--- src/assert_macros.svh ---
// Assertion macros shared by the pressure compensation RTL.
// Needs signals named clk and arst_n in the module that uses them.
`ifndef ASSERT_MACROS_SVH
`define ASSERT_MACROS_SVH

// Property must hold at every clock edge out of reset.
`define PSC_ASSERT(lbl, prop, msg) \
	lbl: assert property (@(posedge clk) disable iff (!arst_n) (prop)) else $error(msg);

// Condition must never be seen at a clock edge out of reset.
`define PSC_NEVER(lbl, cond, msg) \
	lbl: assert property (@(posedge clk) disable iff (!arst_n) !(cond)) else $error(msg);

`endif

--- src/psc_pkg.sv ---
// Types, constants and the CRC-4 byte step for the pressure compensation block.
// No dependencies.
`default_nettype none

package psc_pkg;

	localparam int unsigned RawW     = 24;
	localparam int unsigned CoefW    = 16;
	localparam int unsigned InDataW  = 2 * RawW;
	localparam int unsigned ResW     = 32;
	localparam int unsigned OutDataW = 2 * ResW;
	localparam int unsigned CfgAddrW = 3;

	localparam int unsigned CrcBytes = 16;
	localparam int unsigned CrcCntW  = $clog2(CrcBytes + 1);

	localparam logic [CoefW-1:0]   CrcPoly     = 16'h3000;
	localparam logic [CoefW-1:0]   CrcDataMask = 16'h0FFF;
	localparam logic signed [31:0] TempBase    = 32'sd2000;
	localparam logic signed [17:0] QVeryLow    = -18'sd3500;
	localparam logic signed [18:0] VlOfs       = 19'sd3500;
	// ceil(2^31 / 10), exact quotient for dividends below 2^30
	localparam logic [27:0]        Recip10     = 28'hCCCCCCD;

	typedef enum logic [CfgAddrW-1:0] {
		REG_CRC = 3'd0,
		REG_C1  = 3'd1,
		REG_C2  = 3'd2,
		REG_C3  = 3'd3,
		REG_C4  = 3'd4,
		REG_C5  = 3'd5,
		REG_C6  = 3'd6
	} reg_idx_t;

	typedef struct packed {
		logic [CoefW-1:0] c1;
		logic [CoefW-1:0] c2;
		logic [CoefW-1:0] c3;
		logic [CoefW-1:0] c4;
		logic [CoefW-1:0] c5;
		logic [CoefW-1:0] c6;
	} psc_coef_t;

	typedef struct packed {
		logic [RawW-1:0]    d1;
		logic signed [31:0] temp;
		logic signed [38:0] off2;
		logic signed [37:0] sens2;
	} psc_mid_t;

	typedef struct packed {
		logic busy;
		logic ok;
	} psc_crc_stat_t;

	function automatic logic [CoefW-1:0] crc_byte(input logic [CoefW-1:0] rem_in,
			input logic [7:0] data);
		logic [CoefW-1:0] r;
		r = rem_in ^ {8'h00, data};
		for (int i = 0; i < 8; i++) begin
			r = r[15] ? ({r[14:0], 1'b0} ^ CrcPoly) : {r[14:0], 1'b0};
		end
		return r;
	endfunction

endpackage

`default_nettype wire

--- src/psc_crc.sv ---
// PROM CRC-4 checker: walks the eight PROM words one byte per cycle.
// Depends on psc_pkg and assert_macros.svh.
`default_nettype none
`include "assert_macros.svh"

module psc_crc (
	input  logic                       clk,
	input  logic                       arst_n,
	input  logic                       restart,
	input  logic [psc_pkg::CoefW-1:0]  crc_word,
	input  psc_pkg::psc_coef_t         coef,
	output psc_pkg::psc_crc_stat_t     stat
);
	import psc_pkg::*;

	logic [CrcCntW-1:0] cnt_q;
	logic [CoefW-1:0]   rem_q;
	logic [CoefW-1:0]   words [8];
	logic [CoefW-1:0]   word_sel;
	logic [7:0]         byte_sel;
	logic               busy;

	always_comb begin
		words[0] = crc_word & CrcDataMask;
		words[1] = coef.c1;
		words[2] = coef.c2;
		words[3] = coef.c3;
		words[4] = coef.c4;
		words[5] = coef.c5;
		words[6] = coef.c6;
		words[7] = '0;
		word_sel = words[cnt_q[3:1]];
		byte_sel = cnt_q[0] ? word_sel[7:0] : word_sel[15:8];
		busy     = (cnt_q != CrcCntW'(CrcBytes));
	end

	always_ff @(posedge clk or negedge arst_n) begin
		if (!arst_n) begin
			cnt_q <= '0;
			rem_q <= '0;
		end else if (restart) begin
			cnt_q <= '0;
			rem_q <= '0;
		end else if (busy) begin
			cnt_q <= cnt_q + 1'b1;
			rem_q <= crc_byte(rem_q, byte_sel);
		end
	end

	assign stat.busy = busy;
	assign stat.ok   = (rem_q[15:12] == crc_word[15:12]);

	`PSC_ASSERT(a_crc_done_after_last_byte, $fell(busy) |-> ($past(cnt_q) == CrcCntW'(CrcBytes - 1)), "CRC finished early")

endmodule

`default_nettype wire

--- config.mk ---
export PLATFORM = sky130hd
export DESIGN_NAME = psc_crc
export DESIGN_NICKNAME = d
export VERILOG_FILES = /design/src/psc_pkg.sv /design/src/psc_crc.sv
export VERILOG_INCLUDE_DIRS = /design/src /design/src/src
export SDC_FILE = /design/constraint.sdc
export NUM_CORES = 1
export LEC_CHECK = 0
export BUFFER_PORTS_ARGS = -buffer_cell sky130_fd_sc_hd__buf_2
export CAP_MARGIN = 20
export CORE_UTILIZATION = 43
export DETAILED_ROUTE_END_ITERATION = 8
export PLACE_DENSITY = 0.82
export SKIP_CTS_REPAIR_TIMING = 1
export SYNTH_ARGS = -nofsm -noshare
export SYNTH_HDL_FRONTEND = slang
export SYNTH_SLANG_ARGS = --single-unit
--- constraint.sdc ---
create_clock -name clk -period 2.33 [get_ports clk]
set_clock_uncertainty 0.15 [all_clocks]
set_input_delay 0.1165 -clock clk [delete_from_list [all_inputs] [get_ports clk]]
set_output_delay 0.1165 -clock clk [all_outputs]
set_load 0.02 [all_outputs]
==> flow_metrics.tcl <==
set metrics [dict create \
    ant_nets 0 \
    die-area_mm2 0.00445 \
    rows 23 \
    drive_above_1_share_pct 53.8 \
    wirelength_mm 4.96 \
    rsz0062_at_grt "no" \
    cp.required_ns 2.30 \
    worstPathArrival_ns 2.21 \
    status "finished clean" \
    tightest_slew_ns 0.461 \
    area_delta_synth_final_pct 37.7 \
    synth_cell_types 31 \
    yosysWarnings 0 \
    antenna_found_initial 0 \
    numPortBuffers 116 \
    hpwl_mm 4.20 \
    ys_seq_area_share_pct 18.1 \
    fmaxAchievable_ghz 0.447 \
    synth-seq-cells 13 \
    ys_async_sr_fraction_pct 100 \
    antenna_cells 0 \
    vias 1785 \
    setup_viol_count_final 0 \
    ir_drop_mv 0.216 \
    die_w_um 66.7 \
    root_buffer "clkbuf_8" \
    syn_area_per_cell_um2 10.8 \
    clk_pin_slew_ns 0.06 \
    gp_congestion 0.780 \
    cp-end-kind "flop" \
    p_leak_nw 1.16 \
    period_needed_ns 2.24 \
    critPathKind "reg2reg" \
    grt_max_degree 27 \
    drt-initial-drc-count 80 \
    grt-ovfl-total 0 \
    cp_max_fo 26 \
    r2r_slack_ns 0.09 \
    fin_nets 404 \
    synthTopCellsByArea "mux4_2 (25%), dfrtp_1 (18%), mux2i_1 (13%)" \
    synth_edf_count 0 \
    path_cells "buf_12, nand2b_1, mux4_2, xnor2_1, o22ai_1, mux2_1" \
    clock-sinks 13 \
    drc_errors 0 \
    crit_path_max_incr_delay_ns 0.50 \
    synth_flop_cell "dfrtp_1" \
    netlist.top_cell.by_area "mux4_2" \
    syn_inst 166 \
    nFillCells 324 \
    grt_pass1_vias 1855 \
    clock_latency_ns 0.24 \
    path_depth 6 \
    wire_per_inst_um 14.8 \
    viasPerCell 5.31 \
    hold_viol_final 0 \
    grtUsageTotal_pct 23.6 \
    path_delay_family "multiplexers" \
    fp.dieH_um 66.7 \
    cts_buffers 3 \
    hold_path.class "in2reg" \
    fin_tns_setup_ns 0 \
    syn_nets 283 \
    synth_common_cells "mux2i_1 (24), mux4_2 (20), nor2_1 (15)" \
    layout_worst_path_cycle_share_pct 96.1 \
    maxSlewHeadroom_pct 69.3 \
    multi_input_area_mm2 0.00133 \
    clockBufferDepth 2 \
    io_pins 117 \
    seqCellArea_um2 327 \
    cts_tree "done" \
    syn_area_mm2 0.00180 \
    synth_most_common_cell "mux2i_1" \
    h-tree-depth 1 \
    first_pass_iters 6 \
    power.density_mw_per_mm2 527 \
    maxCapViolations 0 \
    drv_slew 0 \
    utilization_pct 62.0 \
    holdPathStages 2 \
    core_mm2 0.00400 \
    reg2regPathDepth 6 \
    grt_pass1_wl_mm 7.80 \
    cpMaxStageDelayCell "mux4_2" \
    start_util_pct 45.0 \
    yosysTopAreaCellShare_pct 25.0 \
    start_kind "flop" \
    critPathBufInv 1 \
    whs_ns 0.0895 \
]
-- cell type report --
cell class | instances | share of cell area (%)
multi-input cells | 135 | 53.5
well taps | 50 | 2.52
clock buffers | 4 | 1.82
repair buffers | 130 | 28.4
flip-flops and latches | 13 | 13.2
inverters | 4 | 0.606
-- cell usage in the layout, fill, tap and decap left out, types with 4 or more instances in the layout --
cell	count
buf_2	116
buf_4	11
dfrtp_1	12
mux2_1	7
mux2i_1	24
mux4_2	20
nand2_1	9
nand2b_1	7
nor2_1	15
nor2b_1	4
nor3_1	5
o2bb2ai_1	8
xnor2_1	12
xor2_1	7
-- flip-flops by register name, summed over array words and instances, names as in the netlist --
| register | count |
|---|---|
| cnt_q | 5 |
| rem_q | 8 |
-- power breakdown --
part	switching (W)	internal [W]	leakage [nW]
Combinational	0.000317	0.000452	0.966
Clock	0.0000810	0.000121	0.0228
Sequential	0.0000644	0.000270	0.169
Total	0.000463	0.000843	1.16
-- worst paths after layout --
check,endpoint,start
worst max-delay path,rem_q[15],cnt_q[2]
worst min-delay path,cnt_q[4],restart
worst max register to register,rem_q[15],cnt_q[2]
worst min register to register,cnt_q[4],cnt_q[4]
max in group asynchronous,cnt_q[2],arst_n
min in group asynchronous,cnt_q[1],arst_n
-- cells by family (layout without fill, tap and decap cells) --
logic type                 Yosys count  count (layout)  synth area share [%]
muxes                               51              51                  42.7
and+or+nand+nor                     46              46                  12.4
xor gates and xnor gates            20              20                  10.5
buffers and inverters               18             138                  8.34
AOI/OAI and AO/OA                   16              16                  6.60
DFF                                 13              13                  18.1
adders and majority gates            2               2                  1.39
-- per-stage QoR --
| step | cells | power [W] | worst slack [ns] | area [um2] |
|---|---|---|---|---|
| 6_report | 336 | 0.00131 | 0.0916 | 2480 |
| 5_1_grt | 336 | 0.00140 | 0.0183 | 2480 |
| 4_1_cts | 335 | 0.00131 | 0.130 | 2460 |
| 3_5_place_dp | 331 | 0.00111 | 0.143 | 2420 |
| 3_3_place_gp | 331 | 0.00108 | 0.202 | 2420 |
| 2_1_floorplan | 166 | 0.000905 | 0.221 | 1800 |
-- per-layer routing --
layer | routed length, um | vias up | track usage (%)
met3 | 361 | 7 | 3.08
met5 | 0 | - | 0
met2 | 2650 | 100 | 46.8
met1 | 1890 | 820 | 25.1
li1 | - | 858 | -
met4 | 63 | 0 | 7.45
(Power assumes the default switching activity.)
